--- src/rtl/core/fjps_pkg.sv ---
`timescale 1ns / 1ps
`default_nettype none

package fjps_pkg;

    // scan modes, stopped modes hold the error that stopped the scan
    typedef enum logic [3:0] {
        MODE_START_OBJ   = 4'd0,
        MODE_END_OBJ     = 4'd1,
        MODE_START_PROP  = 4'd2,
        MODE_END_PROP    = 4'd3,
        MODE_END_JSON    = 4'd4,
        MODE_KEY_Q       = 4'd5,
        MODE_VAL_Q       = 4'd6,
        MODE_KVP_SEP     = 4'd7,
        MODE_START_VAL   = 4'd8,
        MODE_VAL_ACC     = 4'd9,
        MODE_STOP_OPEN   = 4'd10,
        MODE_STOP_CLOSE  = 4'd11,
        MODE_STOP_QUOTE  = 4'd12,
        MODE_STOP_COLON  = 4'd13
    } scan_mode_t;

    typedef enum logic [2:0] {
        STATUS_RUN         = 3'd0,
        STATUS_GOOD        = 3'd1,
        STATUS_NO_ROOT     = 3'd2,
        STATUS_STRAY_OPEN  = 3'd3,
        STATUS_STRAY_CLOSE = 3'd4,
        STATUS_STRAY_QUOTE = 3'd5,
        STATUS_STRAY_COLON = 3'd6,
        STATUS_UNKNOWN     = 3'd7
    } scan_status_t;

    typedef enum logic [1:0] {
        ROLE_NONE  = 2'd0,
        ROLE_KEY   = 2'd1,
        ROLE_VALUE = 2'd2
    } byte_role_t;

    typedef struct packed {
        byte_role_t   role;
        logic         pair_done;
        scan_status_t status;
    } step_result_t;

    localparam logic [7:0] CHAR_OPEN  = 8'h7B;
    localparam logic [7:0] CHAR_CLOSE = 8'h7D;
    localparam logic [7:0] CHAR_QUOTE = 8'h22;
    localparam logic [7:0] CHAR_COLON = 8'h3A;
    localparam logic [7:0] CHAR_COMMA = 8'h2C;
    localparam logic [7:0] CHAR_SPACE = 8'h20;
    localparam logic [7:0] CHAR_TAB   = 8'h09;
    localparam logic [7:0] CHAR_LF    = 8'h0A;
    localparam logic [7:0] CHAR_CR    = 8'h0D;

endpackage

`default_nettype wire

--- src/rtl/core/fjps_if.sv ---
`timescale 1ns / 1ps
`default_nettype none

// input channel: one text byte per word
interface fjps_in_if;
    logic       valid;
    logic       ready;
    logic [7:0] data_byte;
    logic       last_byte;

    modport source (output valid, output data_byte, output last_byte, input ready);
    modport sink (input valid, input data_byte, input last_byte, output ready);
endinterface

// output channel: one tagged byte per word
interface fjps_out_if;
    logic       valid;
    logic       ready;
    logic [7:0] byte_out;
    logic [1:0] byte_role;
    logic       pair_done;
    logic [2:0] scan_status;
    logic       message_end;

    modport source (output valid, output byte_out, output byte_role, output pair_done,
                    output scan_status, output message_end, input ready);
    modport sink (input valid, input byte_out, input byte_role, input pair_done,
                  input scan_status, input message_end, output ready);
endinterface

`default_nettype wire

--- src/rtl/core/fjps_step.sv ---
`timescale 1ns / 1ps
`default_nettype none

module fjps_step (
    input  fjps_pkg::scan_mode_t   mode,
    input  logic [7:0]             data_byte,
    input  logic                   last_byte,
    output fjps_pkg::step_result_t result,
    output fjps_pkg::scan_mode_t   mode_next
);
    import fjps_pkg::*;

    scan_mode_t   m;
    scan_status_t err;
    logic         err_flag;
    logic         stopped;
    logic         quoted;
    logic         is_space;

    always_comb
    begin
        stopped  = (mode == MODE_STOP_OPEN) || (mode == MODE_STOP_CLOSE) ||
                   (mode == MODE_STOP_QUOTE) || (mode == MODE_STOP_COLON);
        quoted   = (mode == MODE_KEY_Q) || (mode == MODE_VAL_Q);
        is_space = (data_byte == CHAR_SPACE) || (data_byte == CHAR_TAB) ||
                   (data_byte == CHAR_LF) || (data_byte == CHAR_CR);
        m        = mode;
        err      = STATUS_RUN;
        err_flag = 1'b0;
        result   = '{role: ROLE_NONE, pair_done: 1'b0, status: STATUS_RUN};

        priority if (stopped)
        begin
            if (last_byte)
            begin
                unique case (mode)
                    MODE_STOP_OPEN:  result.status = STATUS_STRAY_OPEN;
                    MODE_STOP_CLOSE: result.status = STATUS_STRAY_CLOSE;
                    MODE_STOP_QUOTE: result.status = STATUS_STRAY_QUOTE;
                    default:         result.status = STATUS_STRAY_COLON;
                endcase
            end
        end
        else if (quoted && data_byte != CHAR_QUOTE)
        begin
            result.role = (mode == MODE_KEY_Q) ? ROLE_KEY : ROLE_VALUE;
        end
        else if (is_space)
        begin
            if (mode == MODE_VAL_ACC)
            begin
                result.pair_done = 1'b1;
                m = MODE_END_PROP;
            end
        end
        else if (data_byte == CHAR_OPEN)
        begin
            if (mode == MODE_START_OBJ)
                m = MODE_START_PROP;
            else
                err_flag = 1'b1;
            err = STATUS_STRAY_OPEN;
        end
        else if (data_byte == CHAR_CLOSE)
        begin
            // an unquoted value closes its pair before the brace ends the object
            if (mode == MODE_VAL_ACC)
                result.pair_done = 1'b1;
            if (mode == MODE_VAL_ACC || mode == MODE_START_PROP || mode == MODE_END_PROP)
                m = MODE_END_JSON;
            else
                err_flag = 1'b1;
            err = STATUS_STRAY_CLOSE;
        end
        else if (data_byte == CHAR_QUOTE)
        begin
            err = STATUS_STRAY_QUOTE;
            priority case (mode)
                MODE_START_PROP: m = MODE_KEY_Q;
                MODE_KEY_Q:      m = MODE_KVP_SEP;
                MODE_START_VAL:  m = MODE_VAL_Q;
                MODE_VAL_Q:
                begin
                    result.pair_done = 1'b1;
                    m = MODE_END_PROP;
                end
                default:         err_flag = 1'b1;
            endcase
        end
        else if (data_byte == CHAR_COMMA)
        begin
            if (mode == MODE_VAL_ACC)
                result.pair_done = 1'b1;
            if (mode == MODE_VAL_ACC || mode == MODE_END_PROP)
                m = MODE_START_PROP;
        end
        else if (data_byte == CHAR_COLON)
        begin
            if (mode == MODE_KVP_SEP)
                m = MODE_START_VAL;
            else
                err_flag = 1'b1;
            err = STATUS_STRAY_COLON;
        end
        else
        begin
            if (mode == MODE_START_VAL)
            begin
                result.role = ROLE_VALUE;
                m = MODE_VAL_ACC;
            end
            else if (mode == MODE_VAL_ACC)
            begin
                result.role = ROLE_VALUE;
            end
        end

        if (err_flag)
        begin
            result.role      = ROLE_NONE;
            result.pair_done = 1'b0;
            result.status    = err;
            unique case (err)
                STATUS_STRAY_OPEN:  m = MODE_STOP_OPEN;
                STATUS_STRAY_CLOSE: m = MODE_STOP_CLOSE;
                STATUS_STRAY_QUOTE: m = MODE_STOP_QUOTE;
                default:            m = MODE_STOP_COLON;
            endcase
        end
        else if (last_byte && !stopped)
        begin
            if (m == MODE_END_JSON)
                result.status = STATUS_GOOD;
            else if (m == MODE_START_OBJ)
                result.status = STATUS_NO_ROOT;
            else
                result.status = STATUS_UNKNOWN;
        end

        mode_next = last_byte ? MODE_START_OBJ : m;
    end

endmodule

`default_nettype wire

--- src/rtl/core/flat_json_pair_scanner.sv ---
`timescale 1ns / 1ps
`default_nettype none

// channel    modport  word
// scan_in    sink     data_byte[7:0], last_byte
// scan_out   source   byte_out[7:0], byte_role[1:0], pair_done, scan_status[2:0],
//                     message_end
//
// one byte per cycle sustained while scan_out is ready; a byte taken passes through
// the input register, then the result register behind the step logic
// the scan mode register is the only loop
// rst_n clears the scan mode to start-of-object and empties both registers
// a stall on scan_out fills the input register, then drops scan_in.ready

module flat_json_pair_scanner (
    input  wire logic   clk,
    input  wire logic   rst_n,
    fjps_in_if.sink     scan_in,
    fjps_out_if.source  scan_out
);
    import fjps_pkg::*;

    // input register
    logic         in_valid_reg;
    logic [7:0]   in_byte_reg;
    logic         in_last_reg;

    // scan state
    scan_mode_t   mode_reg;
    scan_mode_t   mode_next;
    step_result_t step_res;

    // result register
    logic         out_valid_reg;
    logic         out_valid_next;
    logic [7:0]   out_byte_reg;
    step_result_t out_res_reg;
    logic         out_end_reg;

    logic         in_take;
    logic         step_go;
    logic         in_valid_next;

    // the input byte moves on whenever the result register is empty or draining
    assign step_go        = in_valid_reg && (!out_valid_reg || scan_out.ready);
    assign scan_in.ready  = !in_valid_reg || step_go;
    assign in_take        = scan_in.valid && scan_in.ready;
    assign in_valid_next  = in_take || (in_valid_reg && !step_go);
    assign out_valid_next = step_go || (out_valid_reg && !scan_out.ready);

    fjps_step u_step (
        .mode      (mode_reg),
        .data_byte (in_byte_reg),
        .last_byte (in_last_reg),
        .result    (step_res),
        .mode_next (mode_next)
    );

    always_ff @(posedge clk or negedge rst_n)
    begin
        if (!rst_n)
        begin
            in_valid_reg  <= 1'b0;
            out_valid_reg <= 1'b0;
            mode_reg      <= MODE_START_OBJ;
        end
        else
        begin
            in_valid_reg  <= in_valid_next;
            out_valid_reg <= out_valid_next;
            if (step_go)
                mode_reg <= mode_next;
        end
    end

    // payload, no reset
    always_ff @(posedge clk)
    begin
        if (in_take)
        begin
            in_byte_reg <= scan_in.data_byte;
            in_last_reg <= scan_in.last_byte;
        end
        if (step_go)
        begin
            out_byte_reg <= in_byte_reg;
            out_res_reg  <= step_res;
            out_end_reg  <= in_last_reg;
        end
    end

    assign scan_out.valid       = out_valid_reg;
    assign scan_out.byte_out    = out_byte_reg;
    assign scan_out.byte_role   = out_res_reg.role;
    assign scan_out.pair_done   = out_res_reg.pair_done;
    assign scan_out.scan_status = out_res_reg.status;
    assign scan_out.message_end = out_end_reg;

`ifndef SYNTHESIS
    // the scan restarts after the final byte of a message
    a_restart: assert property (@(posedge clk) disable iff (!rst_n)
        step_go && in_last_reg |=> mode_reg == MODE_START_OBJ)
        else $error("scan mode not cleared after final byte");

    // a processed byte always lands in the result register
    a_result_loaded: assert property (@(posedge clk) disable iff (!rst_n)
        step_go |=> out_valid_reg)
        else $error("result register empty after step");

    // error words carry no role and no pair mark
    a_error_quiet: assert property (@(posedge clk) disable iff (!rst_n)
        out_valid_reg && (out_res_reg.status == STATUS_STRAY_OPEN ||
        out_res_reg.status == STATUS_STRAY_CLOSE ||
        out_res_reg.status == STATUS_STRAY_QUOTE ||
        out_res_reg.status == STATUS_STRAY_COLON)
        |-> out_res_reg.role == ROLE_NONE && !out_res_reg.pair_done)
        else $error("error word tagged as content");

    // before the final byte only errors may show a status
    a_mid_status: assert property (@(posedge clk) disable iff (!rst_n)
        out_valid_reg && !out_end_reg |-> out_res_reg.status == STATUS_RUN ||
        out_res_reg.status == STATUS_STRAY_OPEN ||
        out_res_reg.status == STATUS_STRAY_CLOSE ||
        out_res_reg.status == STATUS_STRAY_QUOTE ||
        out_res_reg.status == STATUS_STRAY_COLON)
        else $error("final status before message end");
`endif

endmodule

`default_nettype wire
--- src/flat_wrapper.sv ---
// flat-port wrapper written by rule: the top's interface ports become plain ports
module flat_json_pair_scanner_flat import fjps_pkg::*;
  (clk, rst_n, scan_in_valid, scan_in_data_byte, scan_in_last_byte, scan_in_ready, scan_out_valid, scan_out_byte_out, scan_out_byte_role, scan_out_pair_done, scan_out_scan_status, scan_out_message_end, scan_out_ready);
  fjps_in_if scan_in_i ();
  fjps_out_if scan_out_i ();
  input  wire logic clk;
  input  wire logic rst_n;
  input wire logic [$bits(scan_in_i.valid)-1:0] scan_in_valid;
  input wire logic [$bits(scan_in_i.data_byte)-1:0] scan_in_data_byte;
  input wire logic [$bits(scan_in_i.last_byte)-1:0] scan_in_last_byte;
  output wire logic [$bits(scan_in_i.ready)-1:0] scan_in_ready;
  output wire logic [$bits(scan_out_i.valid)-1:0] scan_out_valid;
  output wire logic [$bits(scan_out_i.byte_out)-1:0] scan_out_byte_out;
  output wire logic [$bits(scan_out_i.byte_role)-1:0] scan_out_byte_role;
  output wire logic [$bits(scan_out_i.pair_done)-1:0] scan_out_pair_done;
  output wire logic [$bits(scan_out_i.scan_status)-1:0] scan_out_scan_status;
  output wire logic [$bits(scan_out_i.message_end)-1:0] scan_out_message_end;
  input wire logic [$bits(scan_out_i.ready)-1:0] scan_out_ready;
  assign scan_in_i.valid = scan_in_valid;
  assign scan_in_i.data_byte = scan_in_data_byte;
  assign scan_in_i.last_byte = scan_in_last_byte;
  assign scan_in_ready = scan_in_i.ready;
  assign scan_out_valid = scan_out_i.valid;
  assign scan_out_byte_out = scan_out_i.byte_out;
  assign scan_out_byte_role = scan_out_i.byte_role;
  assign scan_out_pair_done = scan_out_i.pair_done;
  assign scan_out_scan_status = scan_out_i.scan_status;
  assign scan_out_message_end = scan_out_i.message_end;
  assign scan_out_i.ready = scan_out_ready;
  flat_json_pair_scanner u_core (.clk(clk), .rst_n(rst_n), .scan_in(scan_in_i), .scan_out(scan_out_i));
endmodule
--- config.mk ---
export PLATFORM = sky130hd
export DESIGN_NAME = flat_json_pair_scanner_flat
export DESIGN_NICKNAME = d
export VERILOG_FILES = /design/src/rtl/core/fjps_pkg.sv /design/src/rtl/core/fjps_if.sv /design/src/rtl/core/fjps_step.sv /design/src/rtl/core/flat_json_pair_scanner.sv /design/src/flat_wrapper.sv
export SDC_FILE = /design/constraint.sdc
export NUM_CORES = 1
export LEC_CHECK = 0
export ABC_CLOCK_PERIOD_IN_PS = 5300
export BUFFER_PORTS_ARGS = -buffer_cell sky130_fd_sc_hd__buf_2
export CAP_MARGIN = 20
export CELL_PAD_IN_SITES_DETAIL_PLACEMENT = 1
export CELL_PAD_IN_SITES_GLOBAL_PLACEMENT = 1
export CORE_MARGIN = 5
export CORE_UTILIZATION = 45
export DETAILED_ROUTE_END_ITERATION = 8
export PLACE_DENSITY = 0.78
export SYNTH_ARGS = -nofsm -noshare
export SYNTH_HDL_FRONTEND = slang
export SYNTH_HIERARCHICAL = 1
export SYNTH_SLANG_ARGS = --single-unit
--- constraint.sdc ---
create_clock -name clk -period 5.3 [get_ports clk]
set_input_delay 0.53 -clock clk [delete_from_list [all_inputs] [get_ports clk]]
set_output_delay 0.53 -clock clk [all_outputs]
set_load 0.02 [all_outputs]
==> impl_metrics.csv, run 1 <==
group,metric,value,unit
synth,yosys_warnings,6,
synth,synth_ff_type,"edfxtp_1",
final_layout,nets,227,
route,via_per_inst,6.43,
power,ir_drop,151,µV
synth,synth_nets,202,
grt,gr-usage-all-layers,19.2,%
power,netSwitchingFraction,28.0,%
synth,syn_area,1960,µm²
synth,async_reset_ff_share,20.0,%
placement,place_congestion,0.946,
clock_network,cts.reportedPaths.clkPinSlew,70,ps
placement,dp_hpwl,3.81,mm
route,drtPass1Iterations,4,
sta,drv_slew,0,
power,pwr-share-seq,53.8,%
power,intPower,387,µW
power,p_sw,151,µW
synth,syn_area_per_cell,10.4,µm²
synth,syn_inst,189,
worst_setup_path,endpoint_kind,"flop",
worst_setup_path,critical_path_required,5480,ps
power,clkPwrFrac,33.9,%
grt,grt_pass1_vias,1809,
worst_setup_path,crit_type,"flop to flop",
worst_setup_path,reg2regPathDepth,8,
placement,post-place-ws,2380,ps
sta,tightest_slew,675,ps
sta,max_freq,334,MHz
synth,ys_types,60,
sta,tns,0,ps
sta,period_share,56.5,%
power,p_leak,0.790,nW
floorplanning,rows,24,
job,cap_viol_max_count,0,
clock_network,root_buffer,"clkbuf_8",
clock_network,clk_latency,290,ps
synth,synthTopCellsByArea,"edfxtp_1 37%, dfrtp_1 7.7%, nor2_1 3.4%",
clock_network,ctsResizeCount,0,
sta,finClkSkew,4.63,ps
floorplanning,die_w,76.0,µm
sta,setup_viol,0,
worst_setup_path,cp.arrival,3170,ps
route,drc,0,
synth,yosysTopAreaCellShare,36.8,%
floorplanning,start_util,45.7,%
outcome,outcome,"finished clean",
route,wl_per_cell,19.7,µm
route,drt-total-wl,5.25,mm
sta,final_hold_viol_count,0,
worst_setup_path,cp-start-kind,"flop",
grt,grt_max_degree,22,
clock_network,cts_sinks,30,
synth,synth_edf_count,24,
grt,antenna_found_initial,0,
worst_setup_path,critPathMaxFanout,10,
clock_network,clockBufferDepth,2,
clock_network,tritoncts,"built",
route,vias,1717,
route,drtAntennaViolNets,0,
clock_network,cts_setup_buffers,0,
sta,setup_slack,2310,ps
grt,grt_pass1_wl,8.92,mm
sta,rsz0062_at_grt,"no",
clock_network,numCtsBuffers,5,
placement,io_buffers,29,
final_layout,antenna_cells,0,
clock_network,cts_hold_buffers,0,
final_layout,final_cell_mix,"29 x buf_2, 24 x edfxtp_1, 18 x nor2_1",
floorplanning,dieHeight,76.0,µm
floorplanning,ioPinCount,30,
route,drtIter0Drc,222,
hold_path,hold_path_class,"input pin to async pin",
synth,synth_top_area_cell,"edfxtp_1",
grt,grt.overflow.total,0,
final_layout,drive_gt1_share,25.1,%
power,combPwrFrac,12.3,%
sta,period_needed,2990,ps
floorplanning,core_area,4290,µm²
synth,ys_seq_area_share,44.4,%
final_layout,layout_commonest_cell,"buf_2",
sta,slew_headroom,54.9,%
final_layout,areaGrowthSynthToFinish,11.1,%
synth,ys_ff_latch,30,
clock_network,htree_levels,2,
power,p_per_area,247,nW/µm²
floorplanning,dieArea,5780,µm²
[critical path, stage by stage, from the launching register on]
cell	delay, ps
edfxtp_1	520
nor4b_1	520
nand3_1	320
a21o_1	270
or2_2	320
nor3_4	370
mux2i_1	230
nor2_1	60
mux2_4	270
[layer usage]
layer	wire (µm)	track usage, %	vias up	share of wire (%)
met3	378	4.49	20	7.2
li1	-	-	776	-
met2	2550	30.1	86	49
met5	0	0	-	0
met1	2140	23.6	835	41
met4	178	11.9	0	3.4
[worst paths after layout]
path	start	end	slack, ps
worst max-delay path	u_core/in_byte_reg[4]	u_core/mode_reg[2]	2310
worst min-delay path	rst_n	u_core/mode_reg[0]	50
worst max register to register	u_core/in_byte_reg[4]	u_core/mode_reg[2]	2310
worst min register to register	u_core/in_valid_reg	u_core/scan_out.valid	560
max in group asynchronous	rst_n	u_core/mode_reg[3]	5100
min in group clk	scan_in_data_byte[2]	u_core/in_byte_reg[2]	410
[area by class of cell]
class                      count  area (µm²)
sequential                    30         871
clock inverter                 3        16.3
clock buffer                   5        68.8
tap                           52        65.1
timing repair buffer          29         145
inverter                       6        22.5
multi-input combinational    142         990
fill                         500        2120
[kinds of logic (layout without fill, tap and decap cells)]
family          Yosys count  count (layout)  synth area share (%)
compound gates           53              53                  19.7
xor+xnor                  1               1                 0.447
buf+inv                  17              43                  5.10
flops                    30              30                  44.4
mux                       5               5                  3.57
simple gates             83              83                  26.7
[power by group through the flow]
| stage | sequential [mW] | clock (mW) | combinational, mW |
|---|---|---|---|
| after floorplan | 0.299 | 0 | 0.0379 |
| after global placement | 0.293 | 0 | 0.0650 |
| after detailed placement | 0.294 | 0 | 0.0664 |
| after CTS | 0.290 | 0.185 | 0.0667 |
| after global routing | 0.292 | 0.197 | 0.0720 |
| final | 0.289 | 0.182 | 0.0661 |
[synthesized netlist by cell type (all sizes together) (2+ instances only)]
library cell  count
a2111oi           2
a211oi            4
a21oi             8
a31oi             3
a32oi             3
a41oi             2
buf               8
clkbuf            3
dfrtp             6
edfxtp           24
inv               6
mux2              4
nand2            12
nand2b            8
nand3             5
nand3b            3
nand4b            3
nand4bb           2
nor2             18
nor2b             6
nor3              8
nor4              3
o211ai            2
o21ai            12
o311ai            2
o31ai             5
o41ai             2
or2               3
or3               3
or4               2
[through the flow]
stage               power [mW]  utilization [%]  instance area, µm²  hold slack (ps)  std cells
finish                   0.538             50.7                2180             48.7        267
global route             0.561             50.7                2180             56.7        267
CTS                      0.541             50.7                2180             50.9        267
detailed placement       0.361             48.7                2090              362        259
global placement         0.358             48.7                2090              360        259
floorplan                0.337                -                1960              234        189
No activity file was read; power rests on OpenSTA's default activity.
==> run 2, diff against run 1 <==
--- a/config.mk
+++ b/config.mk
@@ -5,15 +5,15 @@
 export SDC_FILE = /design/constraint.sdc
 export NUM_CORES = 1
 export LEC_CHECK = 0
-export ABC_CLOCK_PERIOD_IN_PS = 5300
+export ABC_CLOCK_PERIOD_IN_PS = 3100
 export BUFFER_PORTS_ARGS = -buffer_cell sky130_fd_sc_hd__buf_2
 export CAP_MARGIN = 20
 export CELL_PAD_IN_SITES_DETAIL_PLACEMENT = 1
 export CELL_PAD_IN_SITES_GLOBAL_PLACEMENT = 1
 export CORE_MARGIN = 5
-export CORE_UTILIZATION = 45
+export CORE_UTILIZATION = 44
 export DETAILED_ROUTE_END_ITERATION = 8
-export PLACE_DENSITY = 0.78
+export PLACE_DENSITY = 0.76
 export SYNTH_ARGS = -nofsm -noshare
 export SYNTH_HDL_FRONTEND = slang
 export SYNTH_HIERARCHICAL = 1
==> constraint.sdc (replaced) <==
create_clock -name clk -period 3.1 [get_ports clk]
set_input_delay 0.31 -clock clk [delete_from_list [all_inputs] [get_ports clk]]
set_output_delay 0.31 -clock clk [all_outputs]
set_load 0.02 [all_outputs]
==> impl_metrics.csv, run 2 (same netlist as run 1, synthesis figures left out) <==
group,metric,value,unit
outcome,outcome,"finished clean",
grt,met2_usage,32.7,%
hold_path,holdCritStartpoint,"scan_in_data_byte[6]",
job,cap_viol_max_count,0,
clock_network,ctsResizeCount,0,
worst_setup_path,endpoint,"u_core/mode_reg[2]",
power,p_leak,0.822,nW
route,vias,1760,
final_layout,nets,234,
worst_setup_path,r2r_slack,210,ps
worst_setup_path,critPathLaunch,"u_core/in_byte_reg[4]",
worst_setup_path,reg2regPathDepth,8,
power,ir_drop,278,µV
power,p_per_area,408,nW/µm²
sta,final_hold_viol_count,0,
sta,whs,201,ps
sta,rsz0062_at_grt,"no",
grt,use_met1,24.4,%
sta,period_needed,2890,ps
worst_setup_path,r2r_start,"u_core/in_byte_reg[4]",
floorplanning,core_area,4320,µm²
final_layout,layout_commonest_cell,"buf_2",
final_layout,areaGrowthSynthToFinish,13.7,%
sta,tns,0,ps
placement,post-place-ws,277,ps
route,drtPass1Iterations,4,
grt,grt_pass1_vias,1819,
placement,place_congestion,0.956,
sta,drv_slew,0,
clock_network,numCtsBuffers,5,
clock_network,cts_setup_buffers,0,
route,drt-total-wl,5.75,mm
route,via_per_inst,6.42,
clock_network,clockBufferDepth,2,
sta,slew_headroom,56.9,%
final_layout,drive_gt1_share,26.1,%
floorplanning,ioPinCount,30,
floorplanning,rows,24,
sta,max_freq,347,MHz
placement,dp_hpwl,4.32,mm
worst_setup_path,endpoint_kind,"flop",
clock_network,root_buffer,"clkbuf_8",
grt,grt_pass1_wl,9.36,mm
route,drc,0,
clock_network,cts_sinks,30,
clock_network,cts.reportedPaths.clkPinSlew,60,ps
final_layout,fillers,503,
grt,grt_max_degree,16,
clock_network,tritoncts,"built",
worst_setup_path,r2r_end,"u_core/mode_reg[2]",
hold_path,hold_path_class,"input pin to flop",
sta,tightest_slew,645,ps
grt,gr-usage-all-layers,20.0,%
clock_network,cts_hold_buffers,1,
worst_setup_path,critical_path_required,3260,ps
route,wl_per_cell,21.0,µm
clock_network,htree_levels,2,
worst_setup_path,cp.arrival,3050,ps
floorplanning,start_util,45.3,%
floorplanning,dieArea,5890,µm²
sta,period_share,93.1,%
sta,finClkSkew,5.38,ps
route,drtAntennaViolNets,0,
final_layout,antenna_cells,0,
grt,antenna_found_initial,0,
route,drtIter0Drc,117,
grt,grt.overflow.total,0,
worst_setup_path,cp-start-kind,"flop",
floorplanning,die_w,76.8,µm
worst_setup_path,critPathMaxFanout,10,
final_layout,final_util,51.5,%
grt,gr-usage-met3,4.57,%
sta,setup_slack,214,ps
placement,io_buffers,29,
worst_setup_path,crit_type,"flop to flop",
clock_network,clk_latency,280,ps
sta,setup_viol,0,
floorplanning,dieHeight,76.8,µm
final_layout,final_cell_mix,"29 x buf_2, 24 x edfxtp_1, 18 x nor2_1",
grt,grt-busiest-layer,"met2",
-- run 2: cell types whose count changed in the layout (fill, tap and decap cells not counted) --
cell           change
buf_4              +6
clkinv_1           +2
clkinv_2           -1
clkinvlp_4         -1
dlygate4sd3_1      +1
-- run 2: report_power, final --
group / total [mW] / switching (mW) / internal [mW]
sequential: 0.492 / 0.0247 / 0.467
clock: 0.297 / 0.147 / 0.150
combinational: 0.121 / 0.0766 / 0.0440
-- run 2: stage by stage --
| step | power (mW) | area (µm²) | cells |
|---|---|---|---|
| 5_1_grt | 0.951 | 2230 | 274 |
| 4_1_cts | 0.922 | 2230 | 274 |
| 3_3_place_gp | 0.614 | 2140 | 265 |
| 6_report | 0.909 | 2230 | 274 |
| 3_5_place_dp | 0.621 | 2140 | 265 |
| 2_1_floorplan | 0.576 | 1960 | 189 |
-- run 2: layer usage --
metal / routed length, µm / vias to the layer above / share of wire, %
met5: 0 / - / 0
met3: 521 / 26 / 9.1
met1: 2270 / 845 / 39
met2: 2740 / 95 / 48
met4: 215 / 0 / 3.7
li1: - / 794 / -
-- run 2: critical path, stage by stage (launching register included) --
cell and delay, ps:
edfxtp_1 530, nor4b_1 490, nand2_1 170, o31ai_1 380, a21oi_1 200, nor3_4 410
mux2i_1 250, nor2_1 50, mux2_4 280
-- run 2: area by class of cell --
cell class	instances	area, µm²	share of cell area [%]
clock buffers	5	68.8	3.09
inverters	6	22.5	1.01
clock inverters	3	11.3	0.505
multi-input cells	142	990	44.4
well taps	52	65.1	2.92
flip-flops and latches	30	871	39.1
repair buffers	36	200	8.98
-- run 2: how the worst min path moves through the flow --
stage / end / slack [ps] / cells after the start
final: u_core/in_byte_reg[6] / 200 / 1
after floorplan: u_core/in_valid_reg / 10 / 0
after global placement: u_core/mode_reg[0] / 140 / 1
after CTS: u_core/in_byte_reg[7] / 190 / 1
after detailed placement: u_core/mode_reg[1] / 140 / 1
after global routing: u_core/in_byte_reg[0] / 190 / 1
